--- src/hdl/lts_queue.sv ---
`timescale 1ns / 1ps

module lts_queue #(
    parameter int W     = 8,
    parameter int DEPTH = 4
) (
    input  logic         clk,
    input  logic         rst_n,
    input  logic         wr,
    input  logic [W-1:0] wdata,
    output logic         full,
    input  logic         rd,
    output logic [W-1:0] rdata,
    output logic         empty
);

    localparam int PW = (DEPTH > 1) ? $clog2(DEPTH) : 1;
    localparam int CW = $clog2(DEPTH + 1);

    logic [W-1:0]  mem_reg [DEPTH];
    logic [PW-1:0] wp_reg;
    logic [PW-1:0] rp_reg;
    logic [CW-1:0] count_reg;
    logic          do_wr;
    logic          do_rd;

    assign full  = (count_reg == CW'(DEPTH));
    assign empty = (count_reg == '0);
    assign do_wr = wr && !full;
    assign do_rd = rd && !empty;
    assign rdata = mem_reg[rp_reg];

    always_ff @(posedge clk or negedge rst_n)
    begin
        if (!rst_n)
        begin
            wp_reg    <= '0;
            rp_reg    <= '0;
            count_reg <= '0;
        end
        else
        begin
            if (do_wr)
            begin
                wp_reg <= wp_reg + PW'(1);
            end
            if (do_rd)
            begin
                rp_reg <= rp_reg + PW'(1);
            end
            if (do_wr && !do_rd)
            begin
                count_reg <= count_reg + CW'(1);
            end
            else if (do_rd && !do_wr)
            begin
                count_reg <= count_reg - CW'(1);
            end
        end
    end

    always_ff @(posedge clk)
    begin
        if (do_wr)
        begin
            mem_reg[wp_reg] <= wdata;
        end
    end

endmodule

--- config.mk ---
export PLATFORM = sky130hd
export DESIGN_NAME = lts_queue
export DESIGN_NICKNAME = d
export VERILOG_FILES = /design/src/hdl/lts_queue.sv
export SDC_FILE = /design/constraint.sdc
export NUM_CORES = 1
export LEC_CHECK = 0
export ABC_AREA = 1
export BUFFER_PORTS_ARGS = -buffer_cell sky130_fd_sc_hd__buf_2
export CAP_MARGIN = 5
export CORE_MARGIN = 2
export CORE_UTILIZATION = 45
export DETAILED_ROUTE_END_ITERATION = 16
export PLACE_DENSITY = 0.67
export SLEW_MARGIN = 10
export SYNTH_ARGS = -nofsm -noshare
export SYNTH_HDL_FRONTEND = slang
export SYNTH_SLANG_ARGS = --single-unit
--- constraint.sdc ---
create_clock -name clk -period 2.03 [get_ports clk]
set_clock_uncertainty 0.2 [all_clocks]
set_input_delay 0.406 -clock clk [delete_from_list [all_inputs] [get_ports clk]]
set_output_delay 0.406 -clock clk [all_outputs]
set_load 0.01 [all_outputs]
After elaboration in Yosys (flattened, before gate mapping)
Memory sizes are Yosys's and may differ from the RTL's.
Index checks and enable logic that the tools add are counted.
{"block": "word_totals", "wordCells": 23, "register_bits": 7, "n_memories": 1, "ram_bits": 32, "output_inout_bits": 10, "inputBits": 12}
{"block": "op_classes", "n_eq_ne": 1, "muxes": 4, "reduce_logical": 10, "add_sub_neg": 4}
{"memory": "mem_reg", "words": 4, "width": 8, "rd": 1, "rd_ports_with_merged_regs": 0, "write_ports": 1, "line": "20", "text": "logic [W-1:0] mem_reg [DEPTH];"}
{"operator": "two-way mux 3 bit", "count": 2}
{"operator": "adder 2 x 1 -> 2 bit, second input constant", "count": 2}
{"operator": "logical AND 1 bit", "count": 4}
{"operator": "zero test 1 bit", "count": 4}
{"operator": "adder 3 x 1 -> 3 bit, second input constant", "count": 1}
{"operator": "== test 3 bit, second input constant", "count": 1}
{"operator": "zero test 3 bit", "count": 1}
{"operator": "subtractor 3 x 1 -> 3 bit, second input constant", "count": 1}
{"operator": "two-way mux 1 bit", "count": 2}
{"operator": "nonzero test 2 bit", "count": 1}

Logic depth before layout (Yosys ltp)
{"block": "logic_depth", "ltp_word": 7, "ltp_mapped": 12, "mapped_depth_nobuf": 12}

Least setup slack after synthesis
Ideal clock, no wire load.
{"block": "synth_timing", "kind": "register to register", "start": "register count_reg[0]", "end": "register count_reg[1]", "path_stages_with_launch": 10, "period_less_slack_ns": 1.927, "arrival_ns": 1.600, "n_path_buf": 0, "required_ns": 1.704, "setup_slack_ns": 0.103, "setup_time_ns": 0.126, "path_cell_list": "dfrtp_1 -> inv_1 -> nand3_1 -> nand2_1 -> inv_1 -> ha_1 -> inv_1 -> fa_1 -> nand2_1 -> o21ai_0"}
{"block": "synth_between", "elab_chain_cells": 6, "word_cells_on_any_way": 15, "classes_between": "add/sub (2); eq/ne (1); mux (2); reduce/logical (10)"}
{"item": "start, declared", "line": "23", "text": "logic [CW-1:0] count_reg;"}
{"item": "start signal, assigned", "line": "53", "text": "count_reg <= count_reg + CW'(1);"}
{"item": "start signal, assigned", "line": "57", "text": "count_reg <= count_reg - CW'(1);"}
{"item": "== test 3 bit (*)", "line": "27", "text": "assign full = (count_reg == CW'(DEPTH));"}
{"item": "zero test 1 bit (*)", "line": "29", "text": "assign do_wr = wr && !full;"}
{"item": "logical AND 1 bit (*)", "line": "29"}
{"item": "net do_wr", "line": "24", "text": "logic do_wr;"}
{"item": "zero test 1 bit", "line": "55", "text": "else if (do_rd && !do_wr)"}
{"item": "logical AND 1 bit", "line": "55"}
{"item": "nonzero test 2 bit (no source line)"}
The timed path passes the listed nets; every way through them passes the cells marked *. The select of a mux whose other input is x is not followed.
A chain may end at the register's enable or synchronous reset.

Worst setup path in the final report
{"block": "layout_timing", "start": "register rp_reg[0]", "end": "output rdata[3]"}
{"block": "layout_between", "elab_chain_cells": 1}
{"item": "start, declared", "line": "22", "text": "logic [PW-1:0] rp_reg;"}
{"item": "start signal, assigned", "line": "49", "text": "rp_reg <= rp_reg + PW'(1);"}
{"item": "memory read (4 x 8 bit)"}
{"item": "end, declared", "line": "13", "text": "output logic [W-1:0] rdata,"}
Every way passes these cells.

==> results_dict.tcl <==
set metrics [dict create \
    grt.total_usage_pct 14.9 \
    worst-path-buf-inv 3 \
    core_um2 3690 \
    synth_top_family_by_area "simple AND/OR/NAND/NOR gates" \
    worst_pin_slew_ns 0.233 \
    finalSetupViolCount 0 \
    crit_family "flip-flops" \
    synthAdderAreaFrac_pct 4.76 \
    holdWs_ns 0.131 \
    ios 22 \
    ant_nets 0 \
    hp-class "in -> reg" \
    syn-mean-instance-area_um2 11.3 \
    cts_tree "done" \
    worstReg2RegEnd "count_reg[1]" \
    irDropWorstVdd_v 0.000641 \
    maxCapViolations 0 \
    multiInputGateArea_um2 439 \
    placementRows 22 \
    syn_inst 154 \
    synth-simple-area-share_pct 12.1 \
    setup_slack_ns 0.113 \
    highest_layer "met4" \
    async_reset_ff_share_pct 17.9 \
    drive_gt1_share_pct 25.1 \
    dr_wl_met2_um 1450 \
    clock_sinks 39 \
    switching_share_pct 36.6 \
    via_count 1094 \
    max_freq_ghz 0.522 \
    fin_nets 208 \
    synth.area.mux_share_pct 0 \
    rsz0062_at_grt "false" \
    io_buffers 21 \
    synthesis.area_um2 1730 \
    die_area_um2 4370 \
    wl_met1_um 1120 \
    grt_max_degree 21 \
    grt_pass1_vias 1061 \
    seq_power_share_pct 41.8 \
    wl_per_cell_um 11.5 \
    cp_cell_sequence "inv_2 > buf_4 > nand2_1 > o211ai_1 > nand2_1 > buf_2" \
    power_mw 2.82 \
    combinationalPowerShare_pct 40.9 \
    synth_ff_type "edfxtp_1" \
    nFillCells 305 \
    vias_per_cell 4.58 \
    grt_overflow 0 \
    r2r-start "count_reg[1]" \
    clkPwrFrac_pct 17.2 \
    cts.clk_slew.worst_paths_ns 0.07 \
    power_density_nw_per_um2 1370 \
    clock_latency_ns 0.29 \
    routed_wl_um 2740 \
    synth.top_cell.area_share_pct 55.4 \
    synth_edf_count 32 \
    finalCritPeriodShare_pct 94.4 \
    whs_path_depth 1 \
    die_width_um 66.1 \
    seqCellArea_um2 1140 \
    r2r_slack_ns 0.12 \
    synth.area.top_cells "edfxtp_1, dfrtp_1, nand2_1" \
    hold_viol 0 \
    remaining_drc_errors 0 \
    dp_hpwl_um 2030 \
    synth.most_common_cell "nand2_1" \
    synthXorXnorAreaFrac_pct 0.505 \
    period_minus_slack_ns 1.92 \
    cp_data_arrival_time_ns 1.31 \
    diodes 0 \
    slew_violations 0 \
    relSlewSlack_pct 84.4 \
    ys_warn_count 0 \
    cp_data_required_time_ns 1.42 \
    cts_made_buffers 5 \
    dr_wl_met3_um 115 \
    p_switching_mw 1.03 \
    min_from "wdata[3]" \
    critPathLaunch "rp_reg[0]" \
    cp_max_fo 13 \
    postSynthNetCount 172 \
    yosysSeqAreaShare_pct 65.5 \
    cpMostUsedCell "nand2_1" \
    setup_tns_ns 0 \
    grt_pass1_wl_um 4600 \
    drtIter0Drc 29 \
    synth.distinct_cells 16 \
    clk_path_buf_depth 2 \
    path_depth 6 \
    die_y_um 66.1 \
    cts_root_buf "clkbuf_8" \
    place_ws_ns 0.0208 \
    worstSetupPathType "reg -> out" \
    cp-start-kind "flip-flop" \
    place_congestion 0.691 \
    worstRegToRegCells 9 \
    htree_levels 2 \
    yosys_register_bits 39 \
    status "finished clean" \
    synth-compound-area-share_pct 7.22 \
    syn_to_final_growth_pct 18.1 \
    synthTopCellsByCount "nand2_1, edfxtp_1, inv_1" \
    antenna_found_initial 0 \
    largest_reg_flops 32 \
    max_stage_delay_ns 0.41 \
    dr.pass1.iters 4 \
    p_int_mw 1.79 \
    holdPathEnd "mem_reg[1][3]" \
    start_util_pct 47.0 \
    crit_slowest_cell "dfrtp_1" \
    p_leak_nw 0.948 \
    yosys.area.top_type "edfxtp_1" \
    end_kind "primary output" \
]
-- worst max-delay path by stage --
stage	slack [ns]	to
3_3_place_gp	0.15	count_reg[1]
6_report	0.11	rdata[3]
4_1_cts	0.008	count_reg[2]
5_1_grt	0.0006	count_reg[2]
2_1_floorplan	0.10	count_reg[1]
3_5_place_dp	0.02	count_reg[2]
-- worst register-to-register path, cell delays in order (launching register included) --
cell,delay [ns]
dfrtp_1,0.40
inv_2,0.08
nand3_2,0.12
nand2_2,0.08
inv_1,0.04
ha_1,0.20
inv_1,0.09
fa_2,0.43
nand2_1,0.07
o21ai_0,0.08
-- cell usage in the layout, fill, tap and decap left out --
cell type	instances
buf_6	1
inv_1	30
edfxtp_1	32
dlygate4sd3_1	1
fa_2	1
xnor2_1	1
nand3_2	1
buf_2	21
nand2_2	2
clkinv_2	3
inv_2	4
buf_4	10
nand4_1	1
clkbuf_8	5
dfrtp_1	7
nand3_1	6
o21ai_0	1
nor2_1	4
nand2_1	39
ha_1	5
o211ai_1	16
-- cell type report --
cell class	instances	share of cell area (%)
clock inverters	3	0.733
flip-flops and latches	39	55.5
multi-input cells	77	21.4
repair buffers	33	9.84
inverters	34	6.23
clock buffers	5	3.36
well taps	48	2.93
-- power groups by stage --
stage / combinational (mW) / clock [mW] / sequential, mW
floorplan: 0.791 / 0 / 1.16
global placement: 1.07 / 0 / 1.19
detailed placement: 1.11 / 0 / 1.20
CTS: 1.12 / 0.496 / 1.18
global route: 1.32 / 0.521 / 1.20
finish: 1.15 / 0.485 / 1.18
-- metal layers --
layer / vias to the layer above / GRT usage [%]
met4: 0 / 6.63
met5: - / 0
li1: 576 / -
met1: 497 / 15.1
met3: 5 / 5.28
met2: 16 / 27.1
-- kinds of logic (layout without fill, tap and decap cells) --
| kind of cell | Yosys count | count (layout) |
|---|---|---|
| and+or+nand+nor | 53 | 53 |
| DFF | 39 | 39 |
| buffers and inverters | 38 | 75 |
| AOI/OAI and AO/OA | 17 | 17 |
| adders and majority gates | 6 | 6 |
| xor gates and xnor gates | 1 | 1 |
-- through the flow --
step                      utilization (%)  instances  cell area [um^2]
after floorplan                         -        154              1730
after global placement               52.1        228              1920
after detailed placement             52.1        228              1920
after CTS                            54.7        237              2020
after global routing                 55.5        239              2050
final                                55.5        239              2050
-- timing repair --
action                                  4_1_cts  5_1_grt
hold endpoints to repair                      7        0
gates resized for setup                       0        7
setup buffers                                 0        2
hold buffers                                  1        0
endpoints found under the setup margin        0        5
No activity file was read; power rests on OpenSTA's default activity.
