==> src/hdl/lts_pkg.sv <==
`timescale 1ns / 1ps

package lts_pkg;

    localparam int MID_DEPTH = 4;
    localparam int OUT_DEPTH = 2;

    localparam logic [22:0]        LOOKAHEAD_RESET = 23'd8192;
    localparam logic [22:0]        DIST_MAX        = 23'h7F_FFFF;
    localparam logic [15:0]        ANGLE_90_Q88    = 16'd23040;
    localparam logic signed [24:0] ANGLE_90_Q16    = 25'sd5898240;
    localparam logic signed [31:0] SLOPE_MAX       = 32'sh7FFF_FFFF;
    localparam logic signed [31:0] SLOPE_MIN       = 32'sh8000_0000;

    localparam int ATAN_ENTRIES = 24;

    // Arctangent of 2^-i in degrees, Q.16.
    localparam logic [22:0] ATAN_DEG_Q16 [ATAN_ENTRIES] = '{
        23'd2949120, 23'd1740967, 23'd919879, 23'd466945, 23'd234379, 23'd117304,
        23'd58666, 23'd29335, 23'd14668, 23'd7334, 23'd3667, 23'd1833,
        23'd917, 23'd458, 23'd229, 23'd115, 23'd57, 23'd29,
        23'd14, 23'd7, 23'd4, 23'd2, 23'd1, 23'd0
    };

    typedef struct packed {
        logic signed [23:0] end_point_y;
        logic signed [23:0] way_point_y;
        logic signed [23:0] end_point_x;
        logic signed [23:0] way_point_x;
        logic signed [23:0] robot_y;
        logic signed [23:0] robot_x;
    } lts_in_t;

    typedef struct packed {
        logic signed [15:0] turn_angle;
        logic [22:0]        line_distance;
        logic               status;
    } lts_out_t;

    typedef struct packed {
        logic [23:0]        dy_abs;
        logic [23:0]        dx_abs;
        logic               m_neg;
        logic               vert;
        logic signed [24:0] ax;
        logic signed [24:0] ey;
    } lts_mid_t;

    typedef struct packed {
        logic               sat;
        logic               m_neg;
        logic               vert;
        logic signed [24:0] ax;
        logic signed [24:0] ey;
    } lts_s1_t;

    typedef struct packed {
        logic sat;
        logic vert;
    } lts_s2_t;

    typedef struct packed {
        logic        vert;
        logic        dist_zero;
        logic        look_zero;
        logic [22:0] line_dist;
    } lts_flag_t;

endpackage

==> src/hdl/lts_front.sv <==
`timescale 1ns / 1ps

module lts_front
    import lts_pkg::*;
(
    input  logic     clk,
    input  logic     rst_n,
    input  logic     push,
    input  lts_in_t  in_data,
    output logic     full,
    input  logic     mq_full,
    output logic     mq_wr,
    output lts_mid_t mq_data
);

    logic               valid_reg;
    lts_mid_t           data_reg;
    lts_mid_t           data_next;
    logic signed [24:0] dy;
    logic signed [24:0] dx;

    assign full    = valid_reg && mq_full;
    assign mq_wr   = valid_reg && !mq_full;
    assign mq_data = data_reg;

    always_comb
    begin
        dy = {in_data.end_point_y[23], in_data.end_point_y}
           - {in_data.way_point_y[23], in_data.way_point_y};
        dx = {in_data.end_point_x[23], in_data.end_point_x}
           - {in_data.way_point_x[23], in_data.way_point_x};
        data_next.dy_abs = dy[24] ? 24'(-dy) : dy[23:0];
        data_next.dx_abs = dx[24] ? 24'(-dx) : dx[23:0];
        data_next.m_neg  = dy[24] ^ dx[24];
        data_next.vert   = (dx == '0);
        data_next.ax     = {in_data.robot_x[23], in_data.robot_x}
                         - {in_data.way_point_x[23], in_data.way_point_x};
        data_next.ey     = {in_data.way_point_y[23], in_data.way_point_y}
                         - {in_data.robot_y[23], in_data.robot_y};
    end

    always_ff @(posedge clk or negedge rst_n)
    begin
        if (!rst_n)
        begin
            valid_reg <= 1'b0;
        end
        else if (!full)
        begin
            valid_reg <= push;
        end
    end

    always_ff @(posedge clk)
    begin
        if (!full)
        begin
            data_reg <= data_next;
        end
    end

endmodule

==> config.mk <==
export PLATFORM = sky130hd
export DESIGN_NAME = lts_front
export DESIGN_NICKNAME = d
export VERILOG_FILES = /design/src/hdl/lts_pkg.sv /design/src/hdl/lts_front.sv
export SDC_FILE = /design/constraint.sdc
export NUM_CORES = 1
export LEC_CHECK = 0
export BUFFER_PORTS_ARGS = -buffer_cell sky130_fd_sc_hd__buf_4
export CAP_MARGIN = 20
export CORE_ASPECT_RATIO = 0.7
export CORE_MARGIN = 1
export CORE_UTILIZATION = 54
export CTS_CLUSTER_DIAMETER = 120
export DETAILED_ROUTE_END_ITERATION = 10
export PLACE_DENSITY = 0.81
export SLEW_MARGIN = 20
export SYNTH_ARGS = -nofsm -noshare
export SYNTH_HDL_FRONTEND = slang
export SYNTH_SLANG_ARGS = --single-unit
==> constraint.sdc <==
create_clock -name clk -period 3.55 [get_ports clk]
set_input_delay 0.355 -clock clk [delete_from_list [all_inputs] [get_ports clk]]
set_output_delay 0.355 -clock clk [all_outputs]
set_load 0.03 [all_outputs]
== Yosys cells after proc, flatten, opt, wreduce, memory -nomap -nowiden ==
Index checks and enable logic that the tools add are counted.

* $add $sub $neg: 6
* Multiplexer cells: 2
* Bitwise logic cells: 1
* Reduce and logical (&&, ||, !) cells: 4

{| class="wikitable"
|+ Operators with widths
! operator !! count
|-
| subtractor 24 x 24 -> 25 bit || 4
|-
| two-way mux 24 bit || 2
|-
| negator 24 bit || 2
|-
| logical NOT 25 bit || 1
|-
| logical AND 1 bit || 2
|-
| logical NOT 1 bit || 1
|-
| bitwise XOR 1 bit || 1
|}

* Register bits after elaboration: 101
* Input port bits: 148
* Output and inout port bits: 102
* Logic and storage cells: 20

== Logic depth before layout (Yosys ltp) ==
* Depth after elaboration: 3
* Gate-level depth with buffers: 17
* Gate-level depth less buffers: 15

== Least setup slack after synthesis ==
OpenSTA, ideal clock, no wires.

* Path type: register to output
* Start: register valid_reg
* End: output full
* Data arrival time: 3184 ps
* Required time: 3195 ps
* Path slack: 11 ps
* Stages on the path, launching flop included: 3
* Buffers on the path: 0
* Cells stage by stage: dfrtp_1 nand2_1 inv_1

* Longest elaborated chain between the ends: 1

{| class="wikitable"
|+ RTL lines
! item !! RTL line !! source
|-
| start, declared || lts_front.sv:16 || <nowiki>logic valid_reg;</nowiki>
|-
| start signal, assigned || lts_front.sv:50 || <nowiki>valid_reg <= push;</nowiki>
|-
| logical AND 1 bit || lts_front.sv:22 || <nowiki>assign full = valid_reg && mq_full;</nowiki>
|-
| end, declared || lts_front.sv:10 || <nowiki>output logic full,</nowiki>
|}

Every way passes these cells.

==> metrics.csv <==
stage;metric;value;unit
status;status;complete, no violations;
setup_path;Required @ worst endpoint;3.67;ns
yosys;Yosys top cell area share;34.0;%
clocking;CTS tree;yes;
setup_path;worst flop-to-flop path startpoint;valid_reg;
clocking;Max H-tree Level;3;
timing;Max-slew headroom;48.3;%
cells_and_area;fin area;11700;µm²
power_and_ir_drop;Leak Pwr;5.52;nW
placed_design;dpl cell area;11400;µm²
route;Via density;5.46;
grt;vias in the first global route;7416;
placed_design;gp weighted congestion;0.891;
setup_path;R2R Setup Slk;1.71;ns
route;WL final;23000;µm
floorplan;die span in x;155;µm
setup_path;Max FO, Critical Path;4;
yosys;Synth Area per Inst;9.32;µm²
setup_path;crit-path most repeated cell;inv_1;
clocking;Longest Clk Path Bufs;2;
setup_path;r2r worst-path depth;2;
timing;Final WS setup;0.188;ns
cells_and_area;Final #Nets;1509;
timing;RSZ-0062 raised after global routing;true;
route;Final ANT Viol Nets;0;
cells_and_area;Syn-to-layout area delta;33.1;%
clocking;Clock Sink Count;101;
timing;Final Setup Violations;0;
setup_path;RR Endpoint;mq_data[68];
timing;Slew @ Worst Pin;0.776;ns
route;DRC errors left;0;
yosys;most area-consuming cells after synthesis;edfxtp_1 34%, ha_1 14%, xnor2_1 8.1%;
timing;Final Hold Vio Count;0;
cells_and_area;most common cell after layout, fill and taps aside;buf_4;
yosys;Distinct cells, synth;75;
timing;Final Critical Period;3.36;ns
yosys;Gate Count Post-Synth;947;
floorplan;row count;38;
route;Pre-antenna DRT Iters;5;
hold_path;worst hold endpoint;valid_reg;
yosys;EDFF count, synth;100;
floorplan;core box area;15700;µm²
setup_path;Largest stage delay, worst path;0.42;ns
placed_design;Detail Placement HPWL;18300;µm
setup_path;CP Cell Sequence;buf_4 > inv_1 > ha_1 > inv_1 > fa_1 > a21o_1 > a211oi_2 > o2111ai_1 > nand3_1 > o21ai_1 > or3_1 > nand2_1 > xnor2_1 > or3_4 > o31a_1 > xor2_1;
setup_path;crit path DAT;3.48;ns
grt;GRT Total Usage;26.5;%
hold_path;min-delay src;push;
yosys;syn nets;1197;
clocking;clk slew on worst S/H paths;0.08;ns
cells_and_area;Final Core Density;74.6;%
power_and_ir_drop;largest vdd supply drop;272;µV
yosys;Synth Warn #;0;
yosys;predominant post-synthesis flop cell;edfxtp_1;
route;total number of vias;8109;
clocking;Clock Tree Root;clkbuf_16;
yosys;sequential fraction of the synthesis area;34.3;%
grt;total grt overflow;0;
setup_path;CP startpoint kind;primary input;
route;1st-iter DRT viols;544;
placed_design;placed cells;1467;
floorplan;Die ar.;16900;µm²
placed_design;DP Worst Slack;-0.243;ns
timing;hold slack;0.197;ns
hold_path;worst min path class;in2reg;
yosys;synthesized area;8820;µm²
placed_design;Buffers on Ports;249;
setup_path;slowest CP cell;or3_4;
floorplan;Initial Util;56.1;%
yosys;FF+latch count, synth;101;
timing;Fmax;0.297;GHz
grt;maximum number of pins on one net before global-route repair;55;
timing;fin crit share;94.7;%
cells_and_area;# diodes;0;
floorplan;Die Y;109;µm
yosys;ys async rst share;0.990;%
clocking;clk_lat worst skew;0.35;ns
grt;first-pass GRT wire length;35100;µm
hold_path;hold depth;2;
cells_and_area;Largest register FFs;100;
grt;initial antenna violation count;0;
cells_and_area;fin cells;1484;
floorplan;I/O pin cnt;250;
yosys;area leader, netlist;edfxtp_1;
setup_path;crit-path leading delay family;simple AND/OR/NAND/NOR gates;
cells_and_area;most frequent cells in the layout;306 x buf_4, 112 x inv_1, 100 x edfxtp_1;
setup_path;Critical Path Sink Type;register;
setup_path;sum of buffers and inverters on the critical path;3;
setup_path;critical setup path kind;in2reg;
cells_and_area;fraction of layout instances using a drive strength above 1;28.9;%
clocking;CTS buffer count;9;
clocking;setup repair bufs after CTS;0;
timing;Clock Skew;0.00753;ns
route;wire per inst;15.5;µm
power_and_ir_drop;pwr/cell area;455;nW/µm²
flow_run;max_cap viols;0;
setup_path;Critical Path Source;in_data[72];
timing;max-slew violations;0;
area by class of cell:
type                    instances  area (µm²)
multi-input cells             727        5390
flip-flops and latches        101        3030
repair buffers                308        2330
fillers                      1178        3990
clock buffers                   9         225
well taps                     220         275
inverters                     112         420
clock inverters                 7        81.3
cells in the mapped netlist (3+ instances only):
cell and instances:
buf_2 5, nand2b_1 18, xnor2_1 82, and3_1 6, a21boi_0 10, nor2_1 72
mux2_2 4, nor2b_1 10, a21oi_1 74, a31oi_1 17, o2111ai_1 5, or3_1 7
o31ai_1 4, o21bai_1 6, nor4_1 3, nand4_1 6, o21a_1 17, o21ai_0 50
ha_1 98, edfxtp_1 100, nor3b_1 4, inv_1 112, a31o_2 3, o211ai_1 4
and2_1 3, fa_1 4, nand2_1 58, xor2_1 38, a21o_1 30, nor3_1 13
or2_1 3, a211oi_1 4, o22ai_1 3, o31a_1 3, nand3_1 21
metrics by stage:
stage | total power (W) | TNS, ns
final | 0.00534 | 0
after global routing | 0.00561 | -0.0137
after CTS | 0.00534 | 0
after detailed placement | 0.00427 | -4.00
after global placement | 0.00421 | -0.849
after floorplan | 0.00336 | 0
timing repair:
| item | in CTS | in global routing |
|---|---|---|
| hold buffers | 1 | 0 |
| endpoints found under the hold margin | 1 | 0 |
| resized for setup | 0 | 10 |
| setup endpoints to repair | 0 | 11 |
routing by layer:
layer	global-route usage [%]	part of all wire [%]	vias to the layer above
met5	0	0	-
met4	5.52	0.97	0
met3	6.44	7.2	16
met2	41.3	44	292
met1	37.5	48	3769
li1	-	-	4032
report_power, final:
part / internal, W / total, W / switching (W)
Clock: 0.000558 / 0.00106 / 0.000504
Combinational: 0.00107 / 0.00253 / 0.00146
Sequential: 0.00166 / 0.00175 / 0.0000882
cell families after synthesis:
family                     count (synthesis)  share of synthesized area, %
AOI/OAI and AO/OA                        258                          19.3
and+or+nand+nor                          242                          13.8
xor gates and xnor gates                 121                          12.1
buffers and inverters                    119                          5.18
adders and majority gates                102                          14.8
DFF                                      101                          34.3
muxes                                      4                         0.510
how the worst max path moves through the flow:
| stage | depth (start not counted) | endpoint |
|---|---|---|
| after floorplan | 2 | full |
| after global placement | 16 | mq_data[74] |
| after detailed placement | 17 | mq_data[50] |
| after CTS | 17 | mq_data[50] |
| after global routing | 16 | mq_data[50] |
| final | 16 | mq_data[74] |
No activity file was read; power rests on OpenSTA's default activity.
